## config.mk

```make
export PLATFORM = sky130hd
export DESIGN_NAME = half_shell_neighbor_stencil_top
export DESIGN_NICKNAME = d
export VERILOG_FILES = /design/src/rtl/hsns_pkg.sv /design/src/rtl/hsns_front.sv /design/src/rtl/hsns_fifo.sv /design/src/rtl/hsns_back.sv /design/src/rtl/half_shell_neighbor_stencil_top.sv
export SDC_FILE = /design/constraint.sdc
export NUM_CORES = 2
export LEC_CHECK = 0
export BUFFER_PORTS_ARGS = -buffer_cell sky130_fd_sc_hd__buf_4
export CORE_MARGIN = 3
export CORE_UTILIZATION = 45
export DETAILED_ROUTE_END_ITERATION = 12
export GPL_TIMING_DRIVEN = 0
export HOLD_SLACK_MARGIN = 0.05
export RECOVER_POWER = 25
export SLEW_MARGIN = 20
export SYNTH_ARGS = -nofsm -noshare
export SYNTH_HDL_FRONTEND = slang
export SYNTH_SLANG_ARGS = --single-unit
```

## constraint.sdc

```tcl
create_clock -name clk -period 6.1 [get_ports clk]
set_input_delay 1.22 -clock clk [delete_from_list [all_inputs] [get_ports clk]]
set_output_delay 1.22 -clock clk [all_outputs]
set_load 0.05 [all_outputs]
```

## src/rtl/hsns_pkg.sv

```systemverilog
// Shared types, constants and the neighbor stencil of the half-shell stencil block.
package hsns_pkg;

  localparam int AXIS_WIDTH = 10;
  localparam int IDX_W      = 30;
  localparam int PROD_W     = 2 * AXIS_WIDTH;
  localparam int NSLOTS     = 13;
  localparam int SLOT_W     = $clog2(NSLOTS);
  localparam int CFG_IDX_W  = 2;
  localparam int FIFO_DEPTH = 4;
  localparam int PTR_W      = $clog2(FIFO_DEPTH);

  localparam logic [CFG_IDX_W-1:0] REG_CELLS_X = CFG_IDX_W'(0);
  localparam logic [CFG_IDX_W-1:0] REG_CELLS_Y = CFG_IDX_W'(1);
  localparam logic [CFG_IDX_W-1:0] REG_CELLS_Z = CFG_IDX_W'(2);

  typedef enum logic [1:0] {OFF_ZERO, OFF_POS, OFF_NEG} off_t;

  typedef struct packed {
    off_t dx;
    off_t dy;
    off_t dz;
  } step_t;

  localparam step_t STENCIL [NSLOTS] = '{
    '{OFF_POS,  OFF_ZERO, OFF_ZERO},
    '{OFF_POS,  OFF_POS,  OFF_ZERO},
    '{OFF_POS,  OFF_POS,  OFF_POS },
    '{OFF_POS,  OFF_ZERO, OFF_POS },
    '{OFF_ZERO, OFF_POS,  OFF_ZERO},
    '{OFF_NEG,  OFF_POS,  OFF_ZERO},
    '{OFF_NEG,  OFF_POS,  OFF_POS },
    '{OFF_ZERO, OFF_POS,  OFF_POS },
    '{OFF_ZERO, OFF_ZERO, OFF_POS },
    '{OFF_NEG,  OFF_ZERO, OFF_POS },
    '{OFF_NEG,  OFF_NEG,  OFF_POS },
    '{OFF_ZERO, OFF_NEG,  OFF_POS },
    '{OFF_POS,  OFF_NEG,  OFF_POS }
  };

  typedef struct packed {
    logic [AXIS_WIDTH-1:0] cell_x;
    logic [AXIS_WIDTH-1:0] cell_y;
    logic [AXIS_WIDTH-1:0] cell_z;
  } in_t;

  typedef struct packed {
    logic [IDX_W-1:0]  own_index;
    logic [IDX_W-1:0]  neighbor_index;
    logic [SLOT_W-1:0] stencil_slot;
    logic              none_found;
    logic              bad_cell;
    logic              last;
  } out_t;

  typedef struct packed {
    logic [AXIS_WIDTH-1:0] cells_x;
    logic [AXIS_WIDTH-1:0] cells_y;
    logic [AXIS_WIDTH-1:0] cells_z;
    logic [IDX_W-1:0]      cells_xy;
  } cfg_t;

  // One classified request waiting for the back end.
  typedef struct packed {
    logic [IDX_W-1:0]  own;
    logic [NSLOTS-1:0] mask;
    logic              bad;
  } entry_t;

endpackage

```

## src/rtl/hsns_front.sv

```systemverilog
// Front end: accepts requests, checks the coordinate and builds the own index and neighbor mask.
module hsns_front (
  input  logic            clk,
  input  logic            rst_n,
  input  hsns_pkg::cfg_t  cfg,
  input  logic            in_valid,
  output logic            in_stall,
  input  hsns_pkg::in_t   in_data,
  output logic            push,
  output hsns_pkg::entry_t push_data,
  input  logic            fifo_full
);
  import hsns_pkg::*;

  function automatic logic slot_ok(input off_t o, input logic p, input logic m);
    logic r;
    unique case (o)
      OFF_POS:  r = p;
      OFF_NEG:  r = m;
      OFF_ZERO: r = 1'b1;
      default:  r = 1'b0;
    endcase
    return r;
  endfunction

  logic              s1_v_r, s1_v_nxt;
  in_t               s1_r;
  logic              s1_bad_r;
  logic              s2_v_r, s2_v_nxt;
  logic [IDX_W-1:0]  s2_x_r, s2_ynx_r, s2_zxy_r;
  logic [NSLOTS-1:0] s2_mask_r;
  logic              s2_bad_r;

  logic              s1_free, s2_free, in_bad;
  logic              xp, xm, yp, ym, zp;
  logic [NSLOTS-1:0] mask;

  assign s2_free  = !s2_v_r || !fifo_full;
  assign s1_free  = !s1_v_r || s2_free;
  assign in_stall = !s1_free;

  assign in_bad = (in_data.cell_x >= cfg.cells_x) || (in_data.cell_y >= cfg.cells_y) ||
                  (in_data.cell_z >= cfg.cells_z);

  assign xp = ({1'b0, s1_r.cell_x} + 1'b1) < {1'b0, cfg.cells_x};
  assign yp = ({1'b0, s1_r.cell_y} + 1'b1) < {1'b0, cfg.cells_y};
  assign zp = ({1'b0, s1_r.cell_z} + 1'b1) < {1'b0, cfg.cells_z};
  assign xm = s1_r.cell_x != '0;
  assign ym = s1_r.cell_y != '0;

  always_comb begin
    for (int s = 0; s < NSLOTS; s++) begin
      // The stencil never steps backward in z.
      mask[s] = slot_ok(STENCIL[s].dx, xp, xm) && slot_ok(STENCIL[s].dy, yp, ym) &&
                slot_ok(STENCIL[s].dz, zp, 1'b0);
    end
  end

  assign s1_v_nxt = (in_valid && s1_free) || (s1_v_r && !s2_free);
  assign s2_v_nxt = s2_free ? s1_v_r : s2_v_r;

  always_ff @(posedge clk) begin
    if (!rst_n) begin
      s1_v_r <= 1'b0;
      s2_v_r <= 1'b0;
    end else begin
      s1_v_r <= s1_v_nxt;
      s2_v_r <= s2_v_nxt;
    end
  end

  always_ff @(posedge clk) begin
    if (in_valid && s1_free) begin
      s1_r     <= in_data;
      s1_bad_r <= in_bad;
    end
    if (s1_v_r && s2_free) begin
      s2_x_r    <= IDX_W'(s1_r.cell_x);
      s2_ynx_r  <= IDX_W'(s1_r.cell_y) * IDX_W'(cfg.cells_x);
      s2_zxy_r  <= IDX_W'(s1_r.cell_z) * cfg.cells_xy;
      s2_mask_r <= mask;
      s2_bad_r  <= s1_bad_r;
    end
  end

  assign push           = s2_v_r && !fifo_full;
  assign push_data.own  = s2_x_r + s2_ynx_r + s2_zxy_r;
  assign push_data.mask = s2_mask_r;
  assign push_data.bad  = s2_bad_r;

endmodule

```

## src/rtl/hsns_fifo.sv

```systemverilog
// Short queue of classified requests between the front end and the back end.
module hsns_fifo (
  input  logic             clk,
  input  logic             rst_n,
  input  logic             push,
  input  hsns_pkg::entry_t push_data,
  input  logic             pop,
  output hsns_pkg::entry_t pop_data,
  output logic             full,
  output logic             empty
);
  import hsns_pkg::*;

  entry_t           mem_r [FIFO_DEPTH];
  logic [PTR_W-1:0] wr_ptr_r, rd_ptr_r;
  logic [PTR_W:0]   count_r, count_nxt;

  assign full     = count_r == (PTR_W+1)'(FIFO_DEPTH);
  assign empty    = count_r == '0;
  assign pop_data = mem_r[rd_ptr_r];

  always_comb begin
    count_nxt = count_r;
    if (push && !pop) count_nxt = count_r + 1'b1;
    if (pop && !push) count_nxt = count_r - 1'b1;
  end

  always_ff @(posedge clk) begin
    if (!rst_n) begin
      wr_ptr_r <= '0;
      rd_ptr_r <= '0;
      count_r  <= '0;
    end else begin
      if (push) wr_ptr_r <= wr_ptr_r + 1'b1;
      if (pop) rd_ptr_r <= rd_ptr_r + 1'b1;
      count_r <= count_nxt;
    end
  end

  always_ff @(posedge clk) begin
    if (push) mem_r[wr_ptr_r] <= push_data;
  end

endmodule

```

## src/rtl/hsns_back.sv

```systemverilog
// Back end: walks the neighbor mask of one request and emits one result per cycle unless out_stall holds the output.
module hsns_back (
  input  logic             clk,
  input  logic             rst_n,
  input  hsns_pkg::cfg_t   cfg,
  input  hsns_pkg::entry_t head,
  input  logic             fifo_empty,
  output logic             pop,
  output logic             out_valid,
  input  logic             out_stall,
  output hsns_pkg::out_t   out_data
);
  import hsns_pkg::*;

  function automatic logic [IDX_W-1:0] term(input off_t o, input logic [IDX_W-1:0] v);
    logic [IDX_W-1:0] r;
    unique case (o)
      OFF_POS: r = v;
      OFF_NEG: r = ~v + 1'b1;
      default: r = '0;
    endcase
    return r;
  endfunction

  logic              work_v_r, work_v_nxt;
  entry_t            work_r;
  logic              out_v_r;
  out_t              out_r;

  logic              emit, done;
  logic [SLOT_W-1:0] sel;
  step_t             step;
  logic [NSLOTS-1:0] rem;
  logic [IDX_W-1:0]  nb;
  out_t              res;

  always_comb begin
    sel = '0;
    for (int i = NSLOTS - 1; i >= 0; i--) begin
      if (work_r.mask[i]) sel = SLOT_W'(i);
    end
  end

  assign step = STENCIL[sel];
  // Clearing the lowest set bit leaves the slots still to be sent.
  assign rem  = work_r.mask & (work_r.mask - NSLOTS'(1));
  assign nb   = work_r.own + term(step.dx, IDX_W'(1)) +
                term(step.dy, IDX_W'(cfg.cells_x)) + term(step.dz, cfg.cells_xy);

  always_comb begin
    res = '0;
    if (work_r.bad) begin
      res.bad_cell = 1'b1;
      res.last     = 1'b1;
    end else if (work_r.mask == '0) begin
      res.own_index  = work_r.own;
      res.none_found = 1'b1;
      res.last       = 1'b1;
    end else begin
      res.own_index      = work_r.own;
      res.neighbor_index = nb;
      res.stencil_slot   = sel;
      res.last           = rem == '0;
    end
  end

  assign emit       = work_v_r && (!out_v_r || !out_stall);
  assign done       = emit && res.last;
  assign pop        = !fifo_empty && (!work_v_r || done);
  assign work_v_nxt = pop || (work_v_r && !done);

  always_ff @(posedge clk) begin
    if (!rst_n) begin
      work_v_r <= 1'b0;
      out_v_r  <= 1'b0;
    end else begin
      work_v_r <= work_v_nxt;
      if (emit) out_v_r <= 1'b1;
      else if (!out_stall) out_v_r <= 1'b0;
    end
  end

  always_ff @(posedge clk) begin
    if (pop) work_r <= head;
    else if (emit) work_r.mask <= rem;
    if (emit) out_r <= res;
  end

  assign out_valid = out_v_r;
  assign out_data  = out_r;

endmodule

```

## src/rtl/half_shell_neighbor_stencil_top.sv

```systemverilog
// Top level of the half-shell neighbor stencil: configuration registers, front, queue, back.
//
//   channel   direction  handshake               payload
//   in_       request    in_valid / in_stall     hsns_pkg::in_t  (cell_x, cell_y, cell_z)
//   out_      result     out_valid / out_stall   hsns_pkg::out_t (indices, slot, flags, last)
//   cfg_      write      cfg_valid / cfg_ready   cfg_index, cfg_data (cells_x, cells_y, cells_z)
//
// A request yields max(1, neighbors) results, at most 13; the back end's one-result-per-cycle
// walk of the neighbor mask, paused while out_stall holds the output, sets the sustained rate.
// The front end takes a request every cycle while in_stall is low, through two register stages
// into a four-entry queue; then come the back end's work register and the output register.
// Reset is synchronous and active low; every axis count resets to one.
// out_stall holds the output register and the back end; requests keep entering until the
// queue and both front stages are full, and only then does in_stall rise.
module half_shell_neighbor_stencil_top (
  input  logic                                clk,
  input  logic                                rst_n,
  input  logic                                in_valid,
  output logic                                in_stall,
  input  hsns_pkg::in_t                       in_data,
  output logic                                out_valid,
  input  logic                                out_stall,
  output hsns_pkg::out_t                      out_data,
  input  logic                                cfg_valid,
  output logic                                cfg_ready,
  input  logic [hsns_pkg::CFG_IDX_W-1:0]      cfg_index,
  input  logic [hsns_pkg::AXIS_WIDTH-1:0]     cfg_data
);
  import hsns_pkg::*;

  logic [AXIS_WIDTH-1:0] cells_x_r, cells_y_r, cells_z_r;
  logic [IDX_W-1:0]      cells_xy_r;
  logic [PROD_W-1:0]     xy_prod;
  cfg_t                  cfg;

  logic                  push, pop, fifo_full, fifo_empty;
  entry_t                push_data, head;

  assign cfg_ready = 1'b1;

  always_ff @(posedge clk) begin
    if (!rst_n) begin
      cells_x_r <= AXIS_WIDTH'(1);
      cells_y_r <= AXIS_WIDTH'(1);
      cells_z_r <= AXIS_WIDTH'(1);
    end else if (cfg_valid && cfg_ready) begin
      unique case (cfg_index)
        REG_CELLS_X: cells_x_r <= cfg_data;
        REG_CELLS_Y: cells_y_r <= cfg_data;
        REG_CELLS_Z: cells_z_r <= cfg_data;
        default: ;
      endcase
    end
  end

  // The plane size is registered from the x and y counts, so it lags a write to either of them.
  assign xy_prod = PROD_W'(cells_x_r) * PROD_W'(cells_y_r);

  always_ff @(posedge clk) begin
    cells_xy_r <= IDX_W'(xy_prod);
  end

  assign cfg.cells_x  = cells_x_r;
  assign cfg.cells_y  = cells_y_r;
  assign cfg.cells_z  = cells_z_r;
  assign cfg.cells_xy = cells_xy_r;

  hsns_front u_front (
    .clk       (clk),
    .rst_n     (rst_n),
    .cfg       (cfg),
    .in_valid  (in_valid),
    .in_stall  (in_stall),
    .in_data   (in_data),
    .push      (push),
    .push_data (push_data),
    .fifo_full (fifo_full)
  );

  hsns_fifo u_fifo (
    .clk       (clk),
    .rst_n     (rst_n),
    .push      (push),
    .push_data (push_data),
    .pop       (pop),
    .pop_data  (head),
    .full      (fifo_full),
    .empty     (fifo_empty)
  );

  hsns_back u_back (
    .clk        (clk),
    .rst_n      (rst_n),
    .cfg        (cfg),
    .head       (head),
    .fifo_empty (fifo_empty),
    .pop        (pop),
    .out_valid  (out_valid),
    .out_stall  (out_stall),
    .out_data   (out_data)
  );

  // Within one request's run the next result follows at once, for the same cell, higher slot.
  a_run_continues: assert property (@(posedge clk) disable iff (!rst_n)
    out_valid && !out_stall && !out_data.last |=>
      out_valid && out_data.own_index == $past(out_data.own_index) &&
      out_data.stencil_slot > $past(out_data.stencil_slot))
    else $error("neighbor run broken or out of order");

  a_bad_alone: assert property (@(posedge clk) disable iff (!rst_n)
    out_valid && out_data.bad_cell |->
      out_data.last && !out_data.none_found && out_data.own_index == '0 &&
      out_data.neighbor_index == '0)
    else $error("bad cell result carries data");

  a_none_alone: assert property (@(posedge clk) disable iff (!rst_n)
    out_valid && out_data.none_found |->
      out_data.last && !out_data.bad_cell && out_data.neighbor_index == '0 &&
      out_data.stencil_slot == '0)
    else $error("empty result carries a neighbor");

endmodule

```

# Yosys cells after proc, flatten, opt, wreduce, memory -nomap -nowiden
# Memory sizes are Yosys's and may differ from the RTL's. A register that Yosys moved wholly into a read port is not among the register bits.
# Index checks and enable logic that the tools add are counted.
[word_totals] mem_count=2 out_inout_bits=70 latch_bits=0 ram_bits=176 romBits=96 register_bits=277 elab_cells=156
[op_classes] reduce_logical=54 n_mux=32 add_sub_neg=15 n_shift=0 order_cmp=7 n_bitwise=4 div=0 mul=3 eq_ne=10
[memory_table] memory="u_fifo.mem_r" words=4 word_bits=44 rd=1 rd_ports_with_merged_regs=1 wr=1 line_no="hsns_fifo.sv:14" source="entry_t mem_r [FIFO_DEPTH];"
[memory_table] memory="(no name shown)" words=16 word_bits=6 rd=1 rd_ports_with_merged_regs=0 wr=0 line_no="hsns_back.sv:44" source="assign step = STENCIL[sel];"
[ops] operator="one-hot mux 30 bit (2 select lines)" count=3
[ops] operator="adder 30 bit" count=3
[ops] operator="adder 30 x 1 -> 30 bit, second input constant" count=2
[ops] operator="2-to-1 mux 4 bit" count=13
[ops] operator="multiplier 10 x 10 -> 20 bit" count=2
[ops] operator="adder 10 x 1 -> 11 bit, second input constant" count=3
[ops] operator="less-than comparator 11 x 10 -> 1 bit" count=3
[ops] operator="adder 21 x 30 -> 30 bit" count=1
[ops] operator="greater-or-equal comparator 10 bit" count=3
[ops] operator="multiplier 10 x 20 -> 30 bit" count=1
[ops] operator="NOT 10 -> 30 bit" count=1
[ops] operator="NOT 20 -> 30 bit" count=1
[ops] operator="zero test 13 bit" count=2
[ops] operator="2-to-1 mux 13 bit" count=2
[ops] operator="logical AND 1 bit" count=22
[ops] operator="adder 10 x 20 -> 21 bit" count=1
[ops] operator="nonzero test 10 bit" count=2
[ops] operator="AND 13 bit" count=1
[ops] operator="subtractor 13 x 1 -> 13 bit, second input constant" count=1
[ops] operator="zero test 1 bit" count=12
[ops] operator="2-to-1 mux 6 bit" count=2
[ops] operator="equality test 2 x 1 -> 1 bit, second input constant" count=4
[ops] operator="equality test 2 bit, second input constant" count=4
[ops] operator="logical OR 1 bit" count=8
[ops] operator="15 further kinds" count=28

# Logic depth before layout (Yosys ltp)
[depth] depth_word=22 depth_mapped=23

# Cells and area by module
# A second synthesis with hierarchy kept.
[hier_totals] cells_unflattened=3412 hier_area_um2=37150.6
[modules_own_cells] module="hsns_front" area_per_inst_um2=17261.6 cells_each=1811 n_inst=1
[modules_own_cells] module="hsns_back" area_per_inst_um2=8018.9 cells_each=788 n_inst=1
[modules_own_cells] module="hsns_fifo" area_per_inst_um2=6857.8 cells_each=276 n_inst=1
[modules_own_cells] module="half_shell_neighbor_stencil_top" area_per_inst_um2=5012.3 cells_each=537 n_inst=1

# Least setup slack after synthesis
# Ideal clock, no wire load.
[synth_timing] path_type="reg-to-reg" startpoint="register u_back.work_r[9] (netlist bit)" endpoint="register u_back.out_r, in the netlist u_back.out_data[32] (data pin)" stages_incl_launch_ff=22 path_slack_ns=-0.062 arrival_time_ns=5.902 t_required_ns=5.839 setup_ns=0.261 path_cell_list="edfxtp_1 -> clkbuf_1 -> o21bai_1 -> a21oi_1 -> o21bai_1 -> a21oi_1 -> nor2_1 -> or3_1 -> a21boi_0 -> ha_1 -> fa_1 -> fa_1 -> ha_1 -> fa_1 -> a211oi_1 -> o2111ai_1 -> a41oi_2 -> nor3b_1 -> or3_1 -> a31oi_1 -> nor2_1 -> o311a_1"
[synth_via] elab_chain_len=18 elab_cells_between_ends=27 classes_between="add/sub (3); eq/ne (6); mux (14); bitwise (1); reduce/logical (2); memory (1)"
[synth_rtl] item="start, declared" line_no="hsns_back.sv:26" source="entry_t work_r;"
[synth_rtl] item="2-to-1 mux 4 bit (9 in series)" line_no="hsns_back.sv:40" source="if (work_r.mask[i]) sel = SLOT_W'(i);"
[synth_rtl] item="NOT 4 -> 5 bit (not written as such)" line_no="hsns_back.sv:44"
[synth_rtl] item="memory (16 x 6 bit)"
[synth_rtl] item="2-to-1 mux 6 bit (not written as such) (2 in series)" line_no="hsns_back.sv:44"
[synth_rtl] item="equality test 2 bit / equality test 2 x 1 -> 1 bit (equally long branches)" line_no="hsns_back.sv:17" source="unique case (o)"
[synth_rtl] item="one-hot mux 30 bit (2 select lines)" line_no="hsns_back.sv:17"
[synth_rtl] item="adder 30 bit (2 in series)" line_no="hsns_back.sv:47" source="assign nb = work_r.own + term(step.dx, IDX_W'(1)) +"
[synth_rtl] item="adder 30 bit" line_no="hsns_back.sv:48" source="term(step.dy, IDX_W'(cfg.cells_x)) + term(step.dz, cfg.cells_xy);"
[synth_rtl] item="end signal, assigned" line_no="hsns_back.sv:86" source="if (emit) out_r <= res;"
[synth_rtl] item="end, declared" line_no="hsns_back.sv:28" source="out_t out_r;"
# Several ways; a longest one is shown, not always the timed one. The select of a mux whose other input is x is not followed.
# A chain may end at the register's enable or synchronous reset.

# Worst setup path in the final report
[layout_timing] startpoint="register cells_x_r[5]" endpoint="register u_front.s2_ynx_r[19] (data pin)"
[layout_via] elab_chain_len=1
[layout_rtl] item="start, declared" line_no="half_shell_neighbor_stencil_top.sv:31" source="logic [AXIS_WIDTH-1:0] cells_x_r, cells_y_r, cells_z_r;"
[layout_rtl] item="start signal, assigned" line_no="half_shell_neighbor_stencil_top.sv:48" source="REG_CELLS_X: cells_x_r <= cfg_data;"
[layout_rtl] item="multiplier 10 x 10 -> 20 bit" line_no="hsns_front.sv:79" source="s2_ynx_r <= IDX_W'(s1_r.cell_y) * IDX_W'(cfg.cells_x);"
[layout_rtl] item="end signal, assigned" line_no="hsns_front.sv:79"
[layout_rtl] item="end, declared" line_no="hsns_front.sv:30" source="logic [IDX_W-1:0] s2_x_r, s2_ynx_r, s2_zxy_r;"
# Every way passes these cells.

==> results.ini <==
[timing]
final_max_slew_viol_count=52
max_clock_freq_ghz=0.1679
grt_setup_unrepaired=true
period_needed_ns=5.956
layout_setup_ws_ns=0.1444
hold_violations=0
finClkSkew_ns=0.02023
maxSlewHeadroom=-0.03504
min_period_over_period=0.9763
worst_slew_pin_slew_ns=1.553
tns_ns=0
setup_viol=0

[status]
failed_checks=capacitance limit, slew limit
status=finished, violations left

[logic_synthesis]
synth-seq-area-share=0.3727
synth-compound-area-share=0.07463
synth-seq-cells=455
synth_cell_types=75
synth-simple-area-share=0.1212
synth-async-reset-ratio=0
synthXorXnorAreaFrac=0.03356
synth_top_family_by_area=adder cells
synth_edf_count=392
syn_area_sq_mm=0.03497
ys.flop_type=edfxtp_1
ys_warn_count=0
postSynthCellCount=3152
synth-adder-area-share=0.3001
synthMuxAreaShare=0.03549
syn_nets=3840
syn_area_per_cell_sq_um=11.10

[power]
p_per_area_mw_per_mm2=322.4
leakagePower_nw=17.18
vdd_ir_drop_max_v=0.0002549

[die]
die_y_um=284.8
die_width_um=284.8
boundaryPins=117
dieArea_sq_mm=0.08110
coreArea_sq_mm=0.07645
start_util=0.4574
rows=101

[route]
wire_per_inst_um=20.65
postRouteAntennaNets=0
drt_iter0_markers=1538
via_per_inst=5.377
drc=0
wl_um=91080
dr.pass1.iters=5
vias=23720

[worst_hold_path]
worstHoldPathCells=0
min_path_type=reg2reg
holdPathEnd=u_front.s2_bad_r
hp-start=u_front.s1_bad_r

[grt]
grt_max_degree=42
antenna_found_initial=2
grt_overflow=0
grt_first_pass_wirelength_um=142400
grtUsageTotal=0.2270
grt_pass1_vias=24720

[worst_setup_path]
ff2ff_path_depth=15
crit_fanout=10
cpMostUsedCell=fa_1
cp.required_ns=6.42
critPathLaunchType=register
rrSetupSlack_ns=0.14
worst_setup_path_end_kind=register
slowest_stage=dfxtp_2
reg2reg_to=u_front.s2_ynx_r[19]
cp_slowest_stage_delay_ns=0.58
worstPathCellList=buf_1 -> nand2_1 -> fa_1 -> fa_1 -> inv_1 -> fa_1 -> fa_1 -> fa_1 -> ha_1 -> a2111o_1 -> o211a_1 -> a211o_1 -> a41o_1 -> o41a_1 -> xnor2_2
setup.worst_path.class=reg2reg
r2r-start=cells_x_r[5]
arrival_ns=6.27

[cells_and_area]
utilization=0.5134
mostFrequentLayoutCells=inv_1 (437), edfxtp_1 (392), nand2_1 (326), fa_1 (326), ha_1 (313)
final_common_cell=inv_1
final_cells=4411
seqCellArea_sq_mm=0.01304
stdcell_area_sq_mm=0.03925
areaGrowthSynthToFinish_pct=12.23
drive_gt1_frac=0.1018
nets=4026
fill_cells=6779
multi_input_area_sq_mm=0.01996

[clocking]
clkLatencyLatePin_ns=0.60
cts.sinks=455
h-tree-depth=2
clock_path_buffers=3
cts_tree=yes
root_buffer=clkbuf_16
cts_inserted_buffers=50
clk_pin_slew_worst_paths_ns=0.06

[placed_design]
dp.final_hpwl_um=71870
place.gp.congestion=0.9098
dp_slack_ns=-0.8948
placedCellCount=4310
port_buffers=115
placed_area_sq_mm=0.03746

[job]
maxCapViolCount=2

## sequential cells by signal, summed over array words and instances, names as in the netlist, 10 cells and up, named ones only
name and cells:
u_front.s2_ynx_r 20, u_back.work_r 44, cells_xy_r 20, u_front.s2_mask_r 13
u_back.out_data 67, u_front.s1_r 30, cells_z_r 10, u_fifo.mem_r 176
cells_x_r 10, u_front.s2_zxy_r 30, cells_y_r 10, u_front.s2_x_r 10
## cells in the mapped netlist (7+ instances only)
cell type,instances,area share
a211oi_1,11,0.0024
a21boi_0,9,0.0019
a21o_1,55,0.012
a21oi_1,99,0.014
a31o_2,8,0.0020
a31oi_1,17,0.0030
and2_1,159,0.028
and3_1,19,0.0034
buf_1,10,0.0011
clkbuf_1,108,0.012
clkinv_1,8,0.00086
dfxtp_1,63,0.036
edfxtp_1,392,0.34
fa_1,327,0.19
ha_1,314,0.11
inv_1,437,0.047
mux2i_1,25,0.0072
mux4_2,44,0.028
nand2_1,327,0.035
nand2b_1,21,0.0038
nand3_1,40,0.0057
nand3b_1,7,0.0015
nand4_1,14,0.0025
nor2_1,174,0.019
nor2b_1,48,0.0086
nor3_1,38,0.0054
nor4_1,8,0.0014
o211ai_1,13,0.0028
o21a_1,25,0.0054
o21ai_0,73,0.010
o21bai_1,17,0.0036
o31ai_1,8,0.0017
or3_1,11,0.0020
xnor2_1,92,0.023
xor2_1,42,0.011
## repair_timing
| item | 4_1_cts | 5_1_grt |
|---|---|---|
| resized for setup | 59 | 61 |
| hold buffers | 0 | 0 |
| buffers inserted | 8 | 7 |
| setup endpoints to repair | 32 | 20 |
| pin swaps | 3 | 3 |
## through the flow
stage	hold WS (ns)	total power, mW
5_1_grt	0.4311	13.48
4_1_cts	0.4281	12.74
3_3_place_gp	0.4141	9.504
2_1_floorplan	0.4003	8.092
6_report	0.4260	12.65
3_5_place_dp	0.4129	9.643
## kinds of logic (layout without fill, tap and decap cells)
group,after synthesis,count (layout)
muxes,69,69
adders and majority gates,643,643
other,1,2
AOI/OAI and AO/OA,392,392
DFF,455,455
buffers and inverters,572,800
xor gates and xnor gates,134,134
and+or+nand+nor,886,886
## layer usage
layer	GRT usage	part of all wire	up-vias	wire (um)
li1	-	-	10980	-
met1	0.3117	0.44	11920	39990
met2	0.3738	0.47	705	43080
met3	0.04085	0.064	110	5834
met4	0.05864	0.024	0	2176
met5	0	0	-	0
## how the worst max path moves through the flow
stage | start | endpoint | slack [ns] | depth (start not counted)
finish | cells_x_r[5] | u_front.s2_ynx_r[19] | 0.14 | 15
global route | cells_xy_r[18] | u_front.s2_zxy_r[26] | -0.07 | 17
CTS | cells_xy_r[5] | u_front.s2_zxy_r[26] | 0.006 | 16
detailed placement | u_back.work_r[9] | u_back.out_data[34] | -0.89 | 21
global placement | u_back.work_r[9] | u_back.out_data[34] | -0.88 | 21
floorplan | u_back.work_r[9] | u_back.out_data[32] | 0.25 | 21
## final cells by class
type | count | area share
inverters | 445 | 0.04268
plain buffers | 118 | 0.01406
well taps | 1030 | 0.03283
clock buffers | 68 | 0.03675
clock inverters | 26 | 0.005196
diodes | 1 | 0.00006376
flip-flops and latches | 455 | 0.3322
repair buffers | 143 | 0.02767
multi-input cells | 2125 | 0.5086
## worst max-delay path: cells and delay by family (launching register included)
kind | cells | cell delay (ns)
adders and majority gates | 6 | 2.70
AOI/OAI and AO/OA | 5 | 1.47
DFF | 1 | 0.58
buffers and inverters | 2 | 0.57
xor gates and xnor gates | 1 | 0.19
and+or+nand+nor | 1 | 0.16
## power breakdown
part           leakage (nW)  internal (mW)  switching (mW)  total, mW
sequential             4.17           4.25           0.255       4.51
combinational          12.2           1.85            3.31       5.16
clock                 0.808           1.71            1.27       2.98
total                  17.2           7.82            4.83       12.7
Power figures use the tool's default switching activity.
